## src/rtl/core/three_way_power_normalized_crossfader_defines.svh

```systemverilog
// Assertion macros shared by the crossfader RTL.
`ifndef THREE_WAY_POWER_NORMALIZED_CROSSFADER_DEFINES_SVH
`define THREE_WAY_POWER_NORMALIZED_CROSSFADER_DEFINES_SVH

// The consequent must hold in the same cycle as the antecedent.
`define PNXF_ASSERT_SAME(label, clk, rst, ante, cons, msg) \
   label: assert property (@(posedge clk) disable iff (rst) (ante) |-> (cons)) \
      else $error(msg);

// The consequent must hold in the cycle after the antecedent.
`define PNXF_ASSERT_NEXT(label, clk, rst, ante, cons, msg) \
   label: assert property (@(posedge clk) disable iff (rst) (ante) |=> (cons)) \
      else $error(msg);

`endif

```

## src/rtl/core/pnxf_pkg.sv

```systemverilog
// Types, constants and the microcode program of the crossfader.
package pnxf_pkg;

   // Sample and gain formats.
   localparam int SAMPLE_BITS = 16;
   localparam int GAIN_W      = 17;
   localparam logic [GAIN_W-1:0] UNITY     = GAIN_W'(65536);
   localparam logic [GAIN_W-1:0] FADE_INIT = GAIN_W'(137);

   // Mode codes of the input item.
   localparam logic [1:0] MODE_DRY    = 2'd0;
   localparam logic [1:0] MODE_BYPASS = 2'd1;
   localparam logic [1:0] MODE_USER   = 2'd2;
   localparam logic [1:0] MODE_TARGET = 2'd3;

   // Shared multiplier and accumulator.
   localparam int MUL_W = GAIN_W + 1;
   localparam int ACC_W = 2 * MUL_W;

   // Power sum, square root and division widths.
   localparam int SUM_W     = 2 * GAIN_W;
   localparam int RAD_PAD   = 16;
   localparam int RAD_W     = SUM_W + RAD_PAD;
   localparam int ROOT_W    = RAD_W / 2;
   localparam int REM_SQ_W  = ROOT_W + 1;
   localparam int ROOT_FRAC = 24;
   localparam int NUM_W     = GAIN_W + ROOT_FRAC;
   localparam logic [SUM_W-1:0] NORM_MIN = SUM_W'(4295);

   // Iteration counts of the bit-serial units.
   localparam int SQRT_ITERS = ROOT_W;
   localparam int DIV_ITERS  = GAIN_W;
   localparam int CNT_W      = $clog2(SQRT_ITERS);

   // Output rounding and saturation.
   localparam int MIX_SHIFT = 16;
   localparam int RND_W     = ACC_W - MIX_SHIFT;
   localparam logic signed [ACC_W-1:0] MIX_RND = ACC_W'(1 << (MIX_SHIFT - 1));
   localparam logic signed [RND_W-1:0] SAT_HI  = RND_W'((1 << (SAMPLE_BITS - 1)) - 1);
   localparam logic signed [RND_W-1:0] SAT_LO  = RND_W'(-(1 << (SAMPLE_BITS - 1)));

   // Program counter.
   localparam int STEP_W = 4;
   localparam logic [STEP_W-1:0] STEP_IDLE  = STEP_W'(0);
   localparam logic [STEP_W-1:0] STEP_FIRST = STEP_W'(1);
   localparam logic [STEP_W-1:0] STEP_ROOT  = STEP_W'(5);
   localparam logic [STEP_W-1:0] STEP_DIV   = STEP_W'(7);
   localparam logic [STEP_W-1:0] STEP_MIX   = STEP_W'(8);
   localparam logic [STEP_W-1:0] STEP_EMIT  = STEP_W'(15);

   typedef enum logic [3:0] {
      OP_IDLE,
      OP_MAC_SQ,
      OP_MAC_MIX,
      OP_CHECK,
      OP_ROOT,
      OP_DIV_INIT,
      OP_DIV,
      OP_STORE,
      OP_EMIT
   } op_type;

   typedef enum logic [1:0] {
      SRC_DRY,
      SRC_USER,
      SRC_TARGET
   } src_type;

   typedef enum logic [2:0] {
      JMP_NEVER,
      JMP_NO_REQ,
      JMP_LOW_POWER,
      JMP_COUNT,
      JMP_OUT_BUSY
   } cond_type;

   typedef struct packed {
      op_type            op;
      src_type           src;
      logic              chan;
      logic              first;
      cond_type          cond;
      logic [STEP_W-1:0] target;
   } ucode_type;

   function automatic ucode_type uw(input op_type op, input src_type src, input logic chan,
                                    input logic first, input cond_type cond,
                                    input logic [STEP_W-1:0] target);
      ucode_type w;
      w.op     = op;
      w.src    = src;
      w.chan   = chan;
      w.first  = first;
      w.cond   = cond;
      w.target = target;
      return w;
   endfunction

   // The program: one control word per step. The last step wraps to idle.
   function automatic ucode_type ucode_rom(input logic [STEP_W-1:0] step);
      ucode_type w;
      unique case (step)
         STEP_W'(0):  w = uw(OP_IDLE,     SRC_DRY,    1'b0, 1'b0, JMP_NO_REQ,    STEP_IDLE);
         STEP_W'(1):  w = uw(OP_MAC_SQ,   SRC_DRY,    1'b0, 1'b1, JMP_NEVER,     STEP_IDLE);
         STEP_W'(2):  w = uw(OP_MAC_SQ,   SRC_USER,   1'b0, 1'b0, JMP_NEVER,     STEP_IDLE);
         STEP_W'(3):  w = uw(OP_MAC_SQ,   SRC_TARGET, 1'b0, 1'b0, JMP_NEVER,     STEP_IDLE);
         STEP_W'(4):  w = uw(OP_CHECK,    SRC_DRY,    1'b0, 1'b0, JMP_LOW_POWER, STEP_MIX);
         STEP_W'(5):  w = uw(OP_ROOT,     SRC_DRY,    1'b0, 1'b0, JMP_COUNT,     STEP_ROOT);
         STEP_W'(6):  w = uw(OP_DIV_INIT, SRC_DRY,    1'b0, 1'b0, JMP_NEVER,     STEP_IDLE);
         STEP_W'(7):  w = uw(OP_DIV,      SRC_DRY,    1'b0, 1'b0, JMP_COUNT,     STEP_DIV);
         STEP_W'(8):  w = uw(OP_MAC_MIX,  SRC_DRY,    1'b0, 1'b1, JMP_NEVER,     STEP_IDLE);
         STEP_W'(9):  w = uw(OP_MAC_MIX,  SRC_USER,   1'b0, 1'b0, JMP_NEVER,     STEP_IDLE);
         STEP_W'(10): w = uw(OP_MAC_MIX,  SRC_TARGET, 1'b0, 1'b0, JMP_NEVER,     STEP_IDLE);
         STEP_W'(11): w = uw(OP_STORE,    SRC_DRY,    1'b0, 1'b0, JMP_NEVER,     STEP_IDLE);
         STEP_W'(12): w = uw(OP_MAC_MIX,  SRC_DRY,    1'b1, 1'b1, JMP_NEVER,     STEP_IDLE);
         STEP_W'(13): w = uw(OP_MAC_MIX,  SRC_USER,   1'b1, 1'b0, JMP_NEVER,     STEP_IDLE);
         STEP_W'(14): w = uw(OP_MAC_MIX,  SRC_TARGET, 1'b1, 1'b0, JMP_NEVER,     STEP_IDLE);
         STEP_W'(15): w = uw(OP_EMIT,     SRC_DRY,    1'b0, 1'b0, JMP_OUT_BUSY,  STEP_EMIT);
         default:     w = uw(OP_IDLE,     SRC_DRY,    1'b0, 1'b0, JMP_NO_REQ,    STEP_IDLE);
      endcase
      return w;
   endfunction

endpackage

```

## src/rtl/core/pnxf_req_if.sv

```systemverilog
// Input channel of the crossfader: one stereo frame of three sources and a mode.
interface pnxf_req_if;
   logic                                   valid;
   logic                                   ready;
   logic [1:0]                             mode;
   logic signed [pnxf_pkg::SAMPLE_BITS-1:0] dry_left;
   logic signed [pnxf_pkg::SAMPLE_BITS-1:0] dry_right;
   logic signed [pnxf_pkg::SAMPLE_BITS-1:0] user_left;
   logic signed [pnxf_pkg::SAMPLE_BITS-1:0] user_right;
   logic signed [pnxf_pkg::SAMPLE_BITS-1:0] target_left;
   logic signed [pnxf_pkg::SAMPLE_BITS-1:0] target_right;

   modport source (
      output valid, mode, dry_left, dry_right, user_left, user_right,
             target_left, target_right,
      input  ready
   );

   modport sink (
      input  valid, mode, dry_left, dry_right, user_left, user_right,
             target_left, target_right,
      output ready
   );
endinterface

```

## src/rtl/core/pnxf_rsp_if.sv

```systemverilog
// Result channel of the crossfader: one mixed stereo frame.
interface pnxf_rsp_if;
   logic                                   valid;
   logic                                   ready;
   logic signed [pnxf_pkg::SAMPLE_BITS-1:0] out_left;
   logic signed [pnxf_pkg::SAMPLE_BITS-1:0] out_right;

   modport source (
      output valid, out_left, out_right,
      input  ready
   );

   modport sink (
      input  valid, out_left, out_right,
      output ready
   );
endinterface

```

## src/rtl/core/three_way_power_normalized_crossfader.sv

```systemverilog
// Top level of the three-way constant-power crossfader with gain slew.
//
// Each accepted item is a stereo frame from the dry, user wet and target wet
// sources plus a mode. The three gains slew toward the mode's targets by at most
// the configured fade step, are normalized to unit power, and weight the sources
// into one saturated stereo result. Control is a 16-step microcode program over a
// shared 18x18 multiplier, a bit-serial square root and three bit-serial
// dividers. The square root and the division, one result bit per cycle, set most
// of the time from acceptance to the next acceptance, and the shared multiplier
// adds its multiply-accumulate steps. When the total gain power is below the
// normalization threshold (all three gains close to zero, which slewing back and
// forth between modes can reach) the root and division are skipped. A finished
// result waits in an output register, so the next item is accepted while it is
// still unread; the program holds in its last step only if the previous result
// has not yet been taken.
`include "three_way_power_normalized_crossfader_defines.svh"

module three_way_power_normalized_crossfader (
   input  logic                             clock,
   input  logic                             reset,
   pnxf_req_if.sink                         req_chan,
   pnxf_rsp_if.source                       rsp_chan,
   input  logic                             csr_write_en,
   input  logic [pnxf_pkg::GAIN_W-1:0]      csr_write_data
);

   localparam int SB  = pnxf_pkg::SAMPLE_BITS;
   localparam int GW  = pnxf_pkg::GAIN_W;
   localparam int RW  = pnxf_pkg::ROOT_W;

   // Control state.
   logic [pnxf_pkg::STEP_W-1:0] step_ff, step_in;
   logic [pnxf_pkg::CNT_W-1:0]  cnt_ff, cnt_in;
   logic                        rsp_valid_ff, rsp_valid_in;
   logic [GW-1:0]               fade_ff, fade_in;
   logic [GW-1:0]               gain_ff [3];
   logic [GW-1:0]               gain_in [3];

   // Datapath registers.
   logic signed [pnxf_pkg::ACC_W-1:0] acc_ff, acc_in;
   logic [pnxf_pkg::RAD_W-1:0]        rad_ff, rad_in;
   logic [pnxf_pkg::REM_SQ_W-1:0]     rem_sq_ff, rem_sq_in;
   logic [RW-1:0]                     root_ff, root_in;
   logic [RW-1:0]                     div_rem_ff [3];
   logic [RW-1:0]                     div_rem_in [3];
   logic [GW-1:0]                     q_ff [3];
   logic [GW-1:0]                     q_in [3];
   logic signed [SB-1:0]              smp_ff [3][2];
   logic signed [SB-1:0]              smp_in [3][2];
   logic signed [SB-1:0]              left_hold_ff, left_hold_in;
   logic signed [SB-1:0]              out_left_ff, out_left_in;
   logic signed [SB-1:0]              out_right_ff, out_right_in;

   // Decoded control word and helpers.
   pnxf_pkg::ucode_type               ctrl;
   logic                              taken;
   logic                              low_power;
   logic                              out_busy;
   logic [GW-1:0]                     gain_sel;
   logic [GW-1:0]                     q_sel;
   logic signed [SB-1:0]              smp_sel;
   logic signed [pnxf_pkg::MUL_W-1:0] mul_a;
   logic signed [pnxf_pkg::MUL_W-1:0] mul_b;
   logic signed [pnxf_pkg::ACC_W-1:0] prod;
   logic [GW-1:0]                     tgt [3];

   // Square root step.
   logic [pnxf_pkg::REM_SQ_W+1:0]     sq_cur;
   logic [pnxf_pkg::REM_SQ_W+1:0]     sq_trial;
   logic                              sq_ge;

   // Division lanes.
   logic [pnxf_pkg::NUM_W-1:0]        div_num [3];
   logic [RW:0]                       div_t [3];
   logic                              div_ge [3];
   logic [RW-1:0]                     div_rem_nx [3];

   // Move a gain toward its target by at most the fade step.
   function automatic logic [GW-1:0] slew_gain(input logic [GW-1:0] gain,
                                               input logic [GW-1:0] target,
                                               input logic [GW-1:0] step);
      logic [GW-1:0] d;
      logic [GW-1:0] res;
      if (target > gain) begin
         d   = target - gain;
         res = gain + ((d > step) ? step : d);
      end else begin
         d   = gain - target;
         res = gain - ((d > step) ? step : d);
      end
      return res;
   endfunction

   // Round the Q31 accumulator to the sample format and saturate.
   function automatic logic signed [SB-1:0] sat_sample(input logic signed [pnxf_pkg::ACC_W-1:0] a);
      logic signed [pnxf_pkg::ACC_W-1:0] b;
      logic signed [pnxf_pkg::RND_W-1:0] r;
      logic signed [SB-1:0]              res;
      b = a + pnxf_pkg::MIX_RND;
      r = b[pnxf_pkg::ACC_W-1:pnxf_pkg::MIX_SHIFT];
      if (r > pnxf_pkg::SAT_HI) begin
         res = SB'(pnxf_pkg::SAT_HI);
      end else if (r < pnxf_pkg::SAT_LO) begin
         res = SB'(pnxf_pkg::SAT_LO);
      end else begin
         res = SB'(r);
      end
      return res;
   endfunction

   assign ctrl = pnxf_pkg::ucode_rom(step_ff);

   // Handshake ports.
   assign req_chan.ready     = (ctrl.op == pnxf_pkg::OP_IDLE);
   assign rsp_chan.valid     = rsp_valid_ff;
   assign rsp_chan.out_left  = out_left_ff;
   assign rsp_chan.out_right = out_right_ff;

   assign out_busy  = rsp_valid_ff && !rsp_chan.ready;
   assign low_power = (acc_ff[pnxf_pkg::SUM_W-1:0] < pnxf_pkg::NORM_MIN);

   // Gain targets of the incoming mode; bypass behaves as dry.
   always_comb begin
      tgt[0] = (req_chan.mode == pnxf_pkg::MODE_DRY || req_chan.mode == pnxf_pkg::MODE_BYPASS)
               ? pnxf_pkg::UNITY : '0;
      tgt[1] = (req_chan.mode == pnxf_pkg::MODE_USER) ? pnxf_pkg::UNITY : '0;
      tgt[2] = (req_chan.mode == pnxf_pkg::MODE_TARGET) ? pnxf_pkg::UNITY : '0;
   end

   // Operand selection for the shared multiplier.
   always_comb begin
      case (ctrl.src)
         pnxf_pkg::SRC_DRY: begin
            gain_sel = gain_ff[0];
            q_sel    = q_ff[0];
            smp_sel  = smp_ff[0][ctrl.chan];
         end
         pnxf_pkg::SRC_USER: begin
            gain_sel = gain_ff[1];
            q_sel    = q_ff[1];
            smp_sel  = smp_ff[1][ctrl.chan];
         end
         pnxf_pkg::SRC_TARGET: begin
            gain_sel = gain_ff[2];
            q_sel    = q_ff[2];
            smp_sel  = smp_ff[2][ctrl.chan];
         end
         default: begin
            gain_sel = '0;
            q_sel    = '0;
            smp_sel  = '0;
         end
      endcase
   end

   always_comb begin
      unique case (ctrl.op)
         pnxf_pkg::OP_MAC_SQ: begin
            mul_a = {1'b0, gain_sel};
            mul_b = {1'b0, gain_sel};
         end
         pnxf_pkg::OP_MAC_MIX: begin
            mul_a = {{(pnxf_pkg::MUL_W - SB){smp_sel[SB-1]}}, smp_sel};
            mul_b = {1'b0, q_sel};
         end
         default: begin
            mul_a = '0;
            mul_b = '0;
         end
      endcase
   end

   assign prod = mul_a * mul_b;

   // One bit of the square root: bring in two radicand bits, try the subtract.
   assign sq_cur   = {rem_sq_ff, rad_ff[pnxf_pkg::RAD_W-1 -: 2]};
   assign sq_trial = {1'b0, root_ff, 2'b01};
   assign sq_ge    = (sq_cur >= sq_trial);

   // One quotient bit in each of the three division lanes.
   always_comb begin
      for (int l = 0; l < 3; l++) begin
         div_num[l]    = {gain_ff[l], pnxf_pkg::ROOT_FRAC'(0)}
                         + pnxf_pkg::NUM_W'(root_ff >> 1);
         div_t[l]      = {div_rem_ff[l], q_ff[l][GW-1]};
         div_ge[l]     = (div_t[l] >= {1'b0, root_ff});
         div_rem_nx[l] = div_ge[l] ? RW'(div_t[l] - {1'b0, root_ff}) : div_t[l][RW-1:0];
      end
   end

   // Jump decision of the current step.
   always_comb begin
      unique case (ctrl.cond)
         pnxf_pkg::JMP_NEVER:     taken = 1'b0;
         pnxf_pkg::JMP_NO_REQ:    taken = !req_chan.valid;
         pnxf_pkg::JMP_LOW_POWER: taken = low_power;
         pnxf_pkg::JMP_COUNT:     taken = (cnt_ff != '0);
         pnxf_pkg::JMP_OUT_BUSY:  taken = out_busy;
         default:                 taken = 1'b0;
      endcase
   end

   // Next values of all registers, driven by the control word.
   always_comb begin
      step_in      = taken ? ctrl.target : step_ff + pnxf_pkg::STEP_W'(1);
      cnt_in       = cnt_ff;
      rsp_valid_in = rsp_valid_ff;
      fade_in      = fade_ff;
      acc_in       = acc_ff;
      rad_in       = rad_ff;
      rem_sq_in    = rem_sq_ff;
      root_in      = root_ff;
      left_hold_in = left_hold_ff;
      out_left_in  = out_left_ff;
      out_right_in = out_right_ff;
      for (int l = 0; l < 3; l++) begin
         gain_in[l]    = gain_ff[l];
         div_rem_in[l] = div_rem_ff[l];
         q_in[l]       = q_ff[l];
         for (int c = 0; c < 2; c++) begin
            smp_in[l][c] = smp_ff[l][c];
         end
      end

      // Configuration write.
      if (csr_write_en) begin
         fade_in = csr_write_data;
      end

      // The result register empties when the item is taken.
      if (rsp_valid_ff && rsp_chan.ready) begin
         rsp_valid_in = 1'b0;
      end

      unique case (ctrl.op) inside
         pnxf_pkg::OP_IDLE: begin
            if (req_chan.valid) begin
               for (int l = 0; l < 3; l++) begin
                  gain_in[l] = slew_gain(gain_ff[l], tgt[l], fade_ff);
               end
               smp_in[0][0] = req_chan.dry_left;
               smp_in[0][1] = req_chan.dry_right;
               smp_in[1][0] = req_chan.user_left;
               smp_in[1][1] = req_chan.user_right;
               smp_in[2][0] = req_chan.target_left;
               smp_in[2][1] = req_chan.target_right;
            end
         end
         pnxf_pkg::OP_MAC_SQ, pnxf_pkg::OP_MAC_MIX: begin
            acc_in = ctrl.first ? prod : acc_ff + prod;
         end
         pnxf_pkg::OP_CHECK: begin
            rad_in    = {acc_ff[pnxf_pkg::SUM_W-1:0], pnxf_pkg::RAD_PAD'(0)};
            rem_sq_in = '0;
            root_in   = '0;
            cnt_in    = pnxf_pkg::CNT_W'(pnxf_pkg::SQRT_ITERS - 1);
            // Tiny power: the normalization factor is one.
            if (low_power) begin
               for (int l = 0; l < 3; l++) begin
                  q_in[l] = gain_ff[l];
               end
            end
         end
         pnxf_pkg::OP_ROOT: begin
            rad_in    = rad_ff << 2;
            rem_sq_in = sq_ge ? pnxf_pkg::REM_SQ_W'(sq_cur - sq_trial)
                              : sq_cur[pnxf_pkg::REM_SQ_W-1:0];
            root_in   = {root_ff[RW-2:0], sq_ge};
            if (cnt_ff != '0) begin
               cnt_in = cnt_ff - pnxf_pkg::CNT_W'(1);
            end
         end
         pnxf_pkg::OP_DIV_INIT: begin
            for (int l = 0; l < 3; l++) begin
               div_rem_in[l] = {1'b0, div_num[l][pnxf_pkg::NUM_W-1:GW]};
               q_in[l]       = div_num[l][GW-1:0];
            end
            cnt_in = pnxf_pkg::CNT_W'(pnxf_pkg::DIV_ITERS - 1);
         end
         pnxf_pkg::OP_DIV: begin
            for (int l = 0; l < 3; l++) begin
               div_rem_in[l] = div_rem_nx[l];
               q_in[l]       = {q_ff[l][GW-2:0], div_ge[l]};
            end
            if (cnt_ff != '0) begin
               cnt_in = cnt_ff - pnxf_pkg::CNT_W'(1);
            end
         end
         pnxf_pkg::OP_STORE: begin
            left_hold_in = sat_sample(acc_ff);
         end
         pnxf_pkg::OP_EMIT: begin
            if (!out_busy) begin
               rsp_valid_in = 1'b1;
               out_left_in  = left_hold_ff;
               out_right_in = sat_sample(acc_ff);
            end
         end
         default: begin
         end
      endcase
   end

   // Control registers.
   always_ff @(posedge clock) begin
      if (reset) begin
         step_ff      <= pnxf_pkg::STEP_IDLE;
         cnt_ff       <= '0;
         rsp_valid_ff <= 1'b0;
         fade_ff      <= pnxf_pkg::FADE_INIT;
         gain_ff[0]   <= pnxf_pkg::UNITY;
         gain_ff[1]   <= '0;
         gain_ff[2]   <= '0;
      end else begin
         step_ff      <= step_in;
         cnt_ff       <= cnt_in;
         rsp_valid_ff <= rsp_valid_in;
         fade_ff      <= fade_in;
         for (int l = 0; l < 3; l++) begin
            gain_ff[l] <= gain_in[l];
         end
      end
   end

   // Datapath registers.
   always_ff @(posedge clock) begin
      acc_ff       <= acc_in;
      rad_ff       <= rad_in;
      rem_sq_ff    <= rem_sq_in;
      root_ff      <= root_in;
      left_hold_ff <= left_hold_in;
      out_left_ff  <= out_left_in;
      out_right_ff <= out_right_in;
      for (int l = 0; l < 3; l++) begin
         div_rem_ff[l] <= div_rem_in[l];
         q_ff[l]       <= q_in[l];
         for (int c = 0; c < 2; c++) begin
            smp_ff[l][c] <= smp_in[l][c];
         end
      end
   end

   // Checks on the sequencer and the gain arithmetic.
   `PNXF_ASSERT_NEXT(a_accept_starts_program, clock, reset,
                     req_chan.valid && req_chan.ready, step_ff == pnxf_pkg::STEP_FIRST,
                     "accepted item did not start the program")
   `PNXF_ASSERT_SAME(a_gain_in_range, clock, reset, 1'b1,
                     gain_ff[0] <= pnxf_pkg::UNITY && gain_ff[1] <= pnxf_pkg::UNITY
                     && gain_ff[2] <= pnxf_pkg::UNITY,
                     "kept gain above unity")
   `PNXF_ASSERT_SAME(a_norm_gain_in_range, clock, reset, ctrl.op == pnxf_pkg::OP_MAC_MIX,
                     q_ff[0] <= pnxf_pkg::UNITY && q_ff[1] <= pnxf_pkg::UNITY
                     && q_ff[2] <= pnxf_pkg::UNITY,
                     "normalized gain above unity")
   `PNXF_ASSERT_SAME(a_result_from_emit, clock, reset, $rose(rsp_valid_ff),
                     $past(ctrl.op == pnxf_pkg::OP_EMIT),
                     "result appeared outside the emit step")

endmodule

```

## src/flat_wrapper.sv

```systemverilog
// flat-port wrapper written by rule: the top's interface ports become plain ports
module three_way_power_normalized_crossfader_flat 
  (clock, reset, csr_write_en, csr_write_data, req_chan_valid, req_chan_mode, req_chan_dry_left, req_chan_dry_right, req_chan_user_left, req_chan_user_right, req_chan_target_left, req_chan_target_right, req_chan_ready, rsp_chan_valid, rsp_chan_out_left, rsp_chan_out_right, rsp_chan_ready);
  pnxf_req_if req_chan_i ();
  pnxf_rsp_if rsp_chan_i ();
  input  logic clock;
  input  logic reset;
  input  logic csr_write_en;
  input  logic [pnxf_pkg::GAIN_W-1:0] csr_write_data;
  input wire logic [$bits(req_chan_i.valid)-1:0] req_chan_valid;
  input wire logic [$bits(req_chan_i.mode)-1:0] req_chan_mode;
  input wire logic [$bits(req_chan_i.dry_left)-1:0] req_chan_dry_left;
  input wire logic [$bits(req_chan_i.dry_right)-1:0] req_chan_dry_right;
  input wire logic [$bits(req_chan_i.user_left)-1:0] req_chan_user_left;
  input wire logic [$bits(req_chan_i.user_right)-1:0] req_chan_user_right;
  input wire logic [$bits(req_chan_i.target_left)-1:0] req_chan_target_left;
  input wire logic [$bits(req_chan_i.target_right)-1:0] req_chan_target_right;
  output wire logic [$bits(req_chan_i.ready)-1:0] req_chan_ready;
  output wire logic [$bits(rsp_chan_i.valid)-1:0] rsp_chan_valid;
  output wire logic [$bits(rsp_chan_i.out_left)-1:0] rsp_chan_out_left;
  output wire logic [$bits(rsp_chan_i.out_right)-1:0] rsp_chan_out_right;
  input wire logic [$bits(rsp_chan_i.ready)-1:0] rsp_chan_ready;
  assign req_chan_i.valid = req_chan_valid;
  assign req_chan_i.mode = req_chan_mode;
  assign req_chan_i.dry_left = req_chan_dry_left;
  assign req_chan_i.dry_right = req_chan_dry_right;
  assign req_chan_i.user_left = req_chan_user_left;
  assign req_chan_i.user_right = req_chan_user_right;
  assign req_chan_i.target_left = req_chan_target_left;
  assign req_chan_i.target_right = req_chan_target_right;
  assign req_chan_ready = req_chan_i.ready;
  assign rsp_chan_valid = rsp_chan_i.valid;
  assign rsp_chan_out_left = rsp_chan_i.out_left;
  assign rsp_chan_out_right = rsp_chan_i.out_right;
  assign rsp_chan_i.ready = rsp_chan_ready;
  three_way_power_normalized_crossfader u_core (.clock(clock), .reset(reset), .req_chan(req_chan_i), .rsp_chan(rsp_chan_i), .csr_write_en(csr_write_en), .csr_write_data(csr_write_data));
endmodule
```

## config.mk

```make
export PLATFORM = sky130hd
export DESIGN_NAME = three_way_power_normalized_crossfader_flat
export DESIGN_NICKNAME = d
export VERILOG_FILES = /design/src/rtl/core/pnxf_pkg.sv /design/src/rtl/core/pnxf_req_if.sv /design/src/rtl/core/pnxf_rsp_if.sv /design/src/rtl/core/three_way_power_normalized_crossfader.sv /design/src/flat_wrapper.sv
export VERILOG_INCLUDE_DIRS = /design/src /design/src/rtl/core
export SDC_FILE = /design/constraint.sdc
export NUM_CORES = 2
export LEC_CHECK = 0
export BUFFER_PORTS_ARGS = -buffer_cell sky130_fd_sc_hd__buf_2
export CAP_MARGIN = 20
export CORE_ASPECT_RATIO = 1.2
export CORE_UTILIZATION = 40
export DETAILED_ROUTE_END_ITERATION = 8
export GPL_ROUTABILITY_DRIVEN = 0
export GPL_TIMING_DRIVEN = 1
export PLACE_DENSITY_LB_ADDON = 0.25
export SLEW_MARGIN = 20
export SYNTH_ARGS = -nofsm -noshare
export SYNTH_HDL_FRONTEND = slang
export SYNTH_SLANG_ARGS = --single-unit
```

## constraint.sdc

```tcl
create_clock -name clock -period 10.55 [get_ports clock]
set_input_delay 2.6375 -clock clock [delete_from_list [all_inputs] [get_ports clock]]
set_output_delay 2.6375 -clock clock [all_outputs]
set_load 0.05 [all_outputs]
```

==> impl_summary.log <==
[metrics] Initial DRC Count: ~3.4k
[metrics] areal power density over the cells: 246 nW/um2
[metrics] drt via density: roughly 5.7
[metrics] Diodes inserted: 0
[metrics] number of nets at the end of the flow: ~6.4k
[metrics] final-report max-slew violation count: 0
[metrics] ranking of synthesized cells by instance count: 686 x nand2_1, 522 x inv_1, 450 x nor2_1
[metrics] count of flip-flops with a built-in enable after synthesis: about 390
[metrics] remaining max-slew budget at the tightest pin: roughly 25%
[metrics] fraction of layout instances using a drive strength above 1: under 10%
[metrics] number of warnings issued by yosys: 0
[metrics] final antenna-violating net count: 0
[metrics] count of max-cap constraint violations: 0
[metrics] cell with the most instances after synthesis: nand2_1
[metrics] wire length of the first global-routing pass: about 230000 um
[metrics] average size of a mapped cell: between 8 and 9 um2
[metrics] outcome: finished, final reports clean
[metrics] final worst path period need: 9.96 ns
[metrics] Setup Crit Path Kind: reg2reg
[metrics] number of remaining DRC errors: 0
[metrics] clock-pin slew on the worst setup and hold paths: ~0.060 ns
[metrics] wire length per cell after detailed routing: 21.5 um
[metrics] DR vias: just over 40k
[metrics] timing-limited maximum frequency: 100 MHz
[metrics] power consumption: between 10 and 15 mW
[metrics] post-detailed-routing wire length: between 150000 and 200000 um
[metrics] area of the core: ~120000 um2
[metrics] worst-case clock buffer depth: 3
[metrics] overall die width: approximately 320 um
[metrics] Remaining Overflow, GRT: 0
[metrics] Main synth FF type: edfxtp_1
[metrics] WP data required: 10.95 ns
[metrics] leading area contributor after synthesis: edfxtp_1
[metrics] Post-Route Utilization: ~45%
[metrics] startpoint type of the worst setup path: flip-flop
[metrics] Detail Placement HPWL: ~120000 um
[metrics] async set-or-reset flop fraction in the synthesized netlist: 0%
[metrics] worst skew pair latency: about 0.69 ns
[metrics] number of rows in the core area: around 140
[metrics] pin count of the biggest net entering global routing: 100
[metrics] critical-path maximum fanout: 27
[metrics] Synth top area share: about a quarter
[metrics] number of standard cells in the layout, taps in and fillers out: about 7.1k
[metrics] number of port buffers: 153
[metrics] Max stage delay cell, worst path: or3b_2
[metrics] cts-stage hold buffer count: 0
[metrics] standby leakage power: around 23 nW
[metrics] number of antenna violations at the first check in global routing: 0
[metrics] Seq/Total Area, Yosys: approximately 28%
[metrics] count of state elements after synthesis: approximately 480
[metrics] number of nets produced by synthesis: 6255
[metrics] Total Die Area: between 100000 and 150000 um2
[metrics] number of unique standard cell types used by synthesis: 91
[metrics] Netlist Area Pre-Place: about 48000 um2
[metrics] worst endpoint data arrival time: approximately 10 ns
[metrics] critical path's largest stage delay: just over 0.7 ns
[metrics] Worst VDD drop: 0.304 mV
[metrics] clock tree from TritonCTS: yes
[metrics] final worst-path cycle share: a little over nine tenths
[metrics] final setup vio count: 0
[metrics] Die Ht: roughly 380 um
[metrics] type of element capturing the critical path: flip-flop
[metrics] total negative slack: 0 ns
[metrics] Hold/Removal Path Class: reg2reg
[metrics] dominant cells by area after synthesis: edfxtp_1 24%, fa_1 13%, ha_1 10%
[metrics] Sinks on Clock Net: between 400 and 500
[metrics] worst-margin pin slew: approximately 1.1 ns
[metrics] most numerous cell on the critical path: fa_1
[metrics] Clock H-tree levels: 2
[metrics] library cell used as clock root buffer: clkbuf_16
[metrics] number of endpoints with negative hold slack in the final report: 0
[metrics] iteration count of the initial detailed-routing pass: 6
[metrics] Worst Clk Skew: between 0.04 and 0.05 ns
[metrics] clock buffers created by TritonCTS: 57
[metrics] global router's overall resource usage: 24.7%
[metrics] Layout Area Growth over Synthesis: 10.2%
[metrics] DP Cell Count: approximately 7.0k
[metrics] count of pins on the block boundary: between 150 and 200
[metrics] number of standard cells after synthesis: 5418
[metrics] initial core utilization: between 40% and 50%
[metrics] vias in the first global route: 39.5k
[logic make-up (layout without fill, tap and decap cells)]
group / Yosys count / count (layout) / synth area share [%]
compound gates: 1233 / 1233 / 15.5
xor+xnor: 305 / 305 / 5.56
fa+ha+maj: 717 / 717 / 23.6
buf+inv: 782 / 929 / 6.35
flops: 482 / 482 / 28.2
mux: 231 / 231 / 4.88
simple gates: 1668 / 1668 / 15.8
[sequential cells by signal, summed over array words and instances, names as in the netlist]
name                       flops
u_core.acc_ff                 36
u_core.cnt_ff                  5
u_core.ctrl                   13
u_core.div_rem_ff             75
u_core.fade_ff                17
u_core.gain_ff                51
u_core.left_hold_ff           16
u_core.q_ff                   51
u_core.rad_ff                 34
u_core.rem_sq_ff              26
u_core.root_ff                25
u_core.rsp_chan.out_left      16
u_core.rsp_chan.out_right     16
u_core.rsp_chan.valid          1
u_core.smp_ff                 96
u_core.step_ff                 4
[stage by stage]
step,cell area [um2],setup WS [ns],hold slack [ns]
floorplan,48000,0.772,0.400
global placement,50900,0.415,0.402
detailed placement,50900,0.223,0.405
CTS,52800,0.183,0.419
global route,52900,-0.0127,0.423
finish,52900,0.591,0.417
[layout make-up]
class                           count  area, um2
Clock inverter                     45        507
Tap cell                         1540       1930
Inverter                          523       1970
Clock buffer                       62       1450
Multi-Input combinational cell   4154      31600
Fill cell                       11600      65500
Timing Repair Buffer              299       1940
Sequential cell                   482      13600
[worst max-delay path: cells and delay by family, from the launching register on]
| family | cells | cell delay, ns |
|---|---|---|
| multiplexers | 1 | 0.14 |
| adder cells (fa/ha/maj) | 8 | 3.60 |
| XOR/XNOR | 2 | 0.33 |
| buffers and inverters | 5 | 0.43 |
| AND/OR/NAND/NOR | 5 | 1.65 |
| AO/OA/AOI/OAI | 12 | 3.06 |
| flip-flops | 1 | 0.48 |
[power by group]
group | switching, mW | internal, mW
sequential | 0.221 | 2.41
combinational | 5.08 | 3.18
clock | 0.899 | 1.22
total | 6.20 | 6.80
[final timing paths]
kind	from	slack, ns	end	depth (start not counted)
worst max-delay path	u_core.ctrl[9]	0.59	u_core.acc_ff[35]	33
worst min-delay path	u_core.left_hold_ff[12]	0.42	u_core.rsp_chan.out_left[12]	0
worst max register to register	u_core.ctrl[9]	0.59	u_core.acc_ff[35]	33
worst min register to register	u_core.left_hold_ff[12]	0.42	u_core.rsp_chan.out_left[12]	0
[layout by cell type, fill, tap and decap left out, types with 192 or more instances in the layout]
master,count
nand2_1,684
inv_1,522
nor2_1,443
ha_1,399
edfxtp_1,391
a21oi_1,378
o21ai_0,335
fa_1,318
mux2i_1,214
xnor2_1,192
[per-layer routing]
layer	global-route usage (%)	vias up	wire length [um]
li1	-	19000	-
met1	33.0	19400	65800
met2	39.5	1536	68600
met3	4.17	333	11100
met4	10.2	0	6930
met5	0	-	0
[repair_timing]
| action | CTS | global route |
|---|---|---|
| setup endpoints to repair | 0 | 4 |
| setup buffers | 0 | 1 |
| gates resized for setup | 0 | 3 |
(Power assumes the default switching activity.)
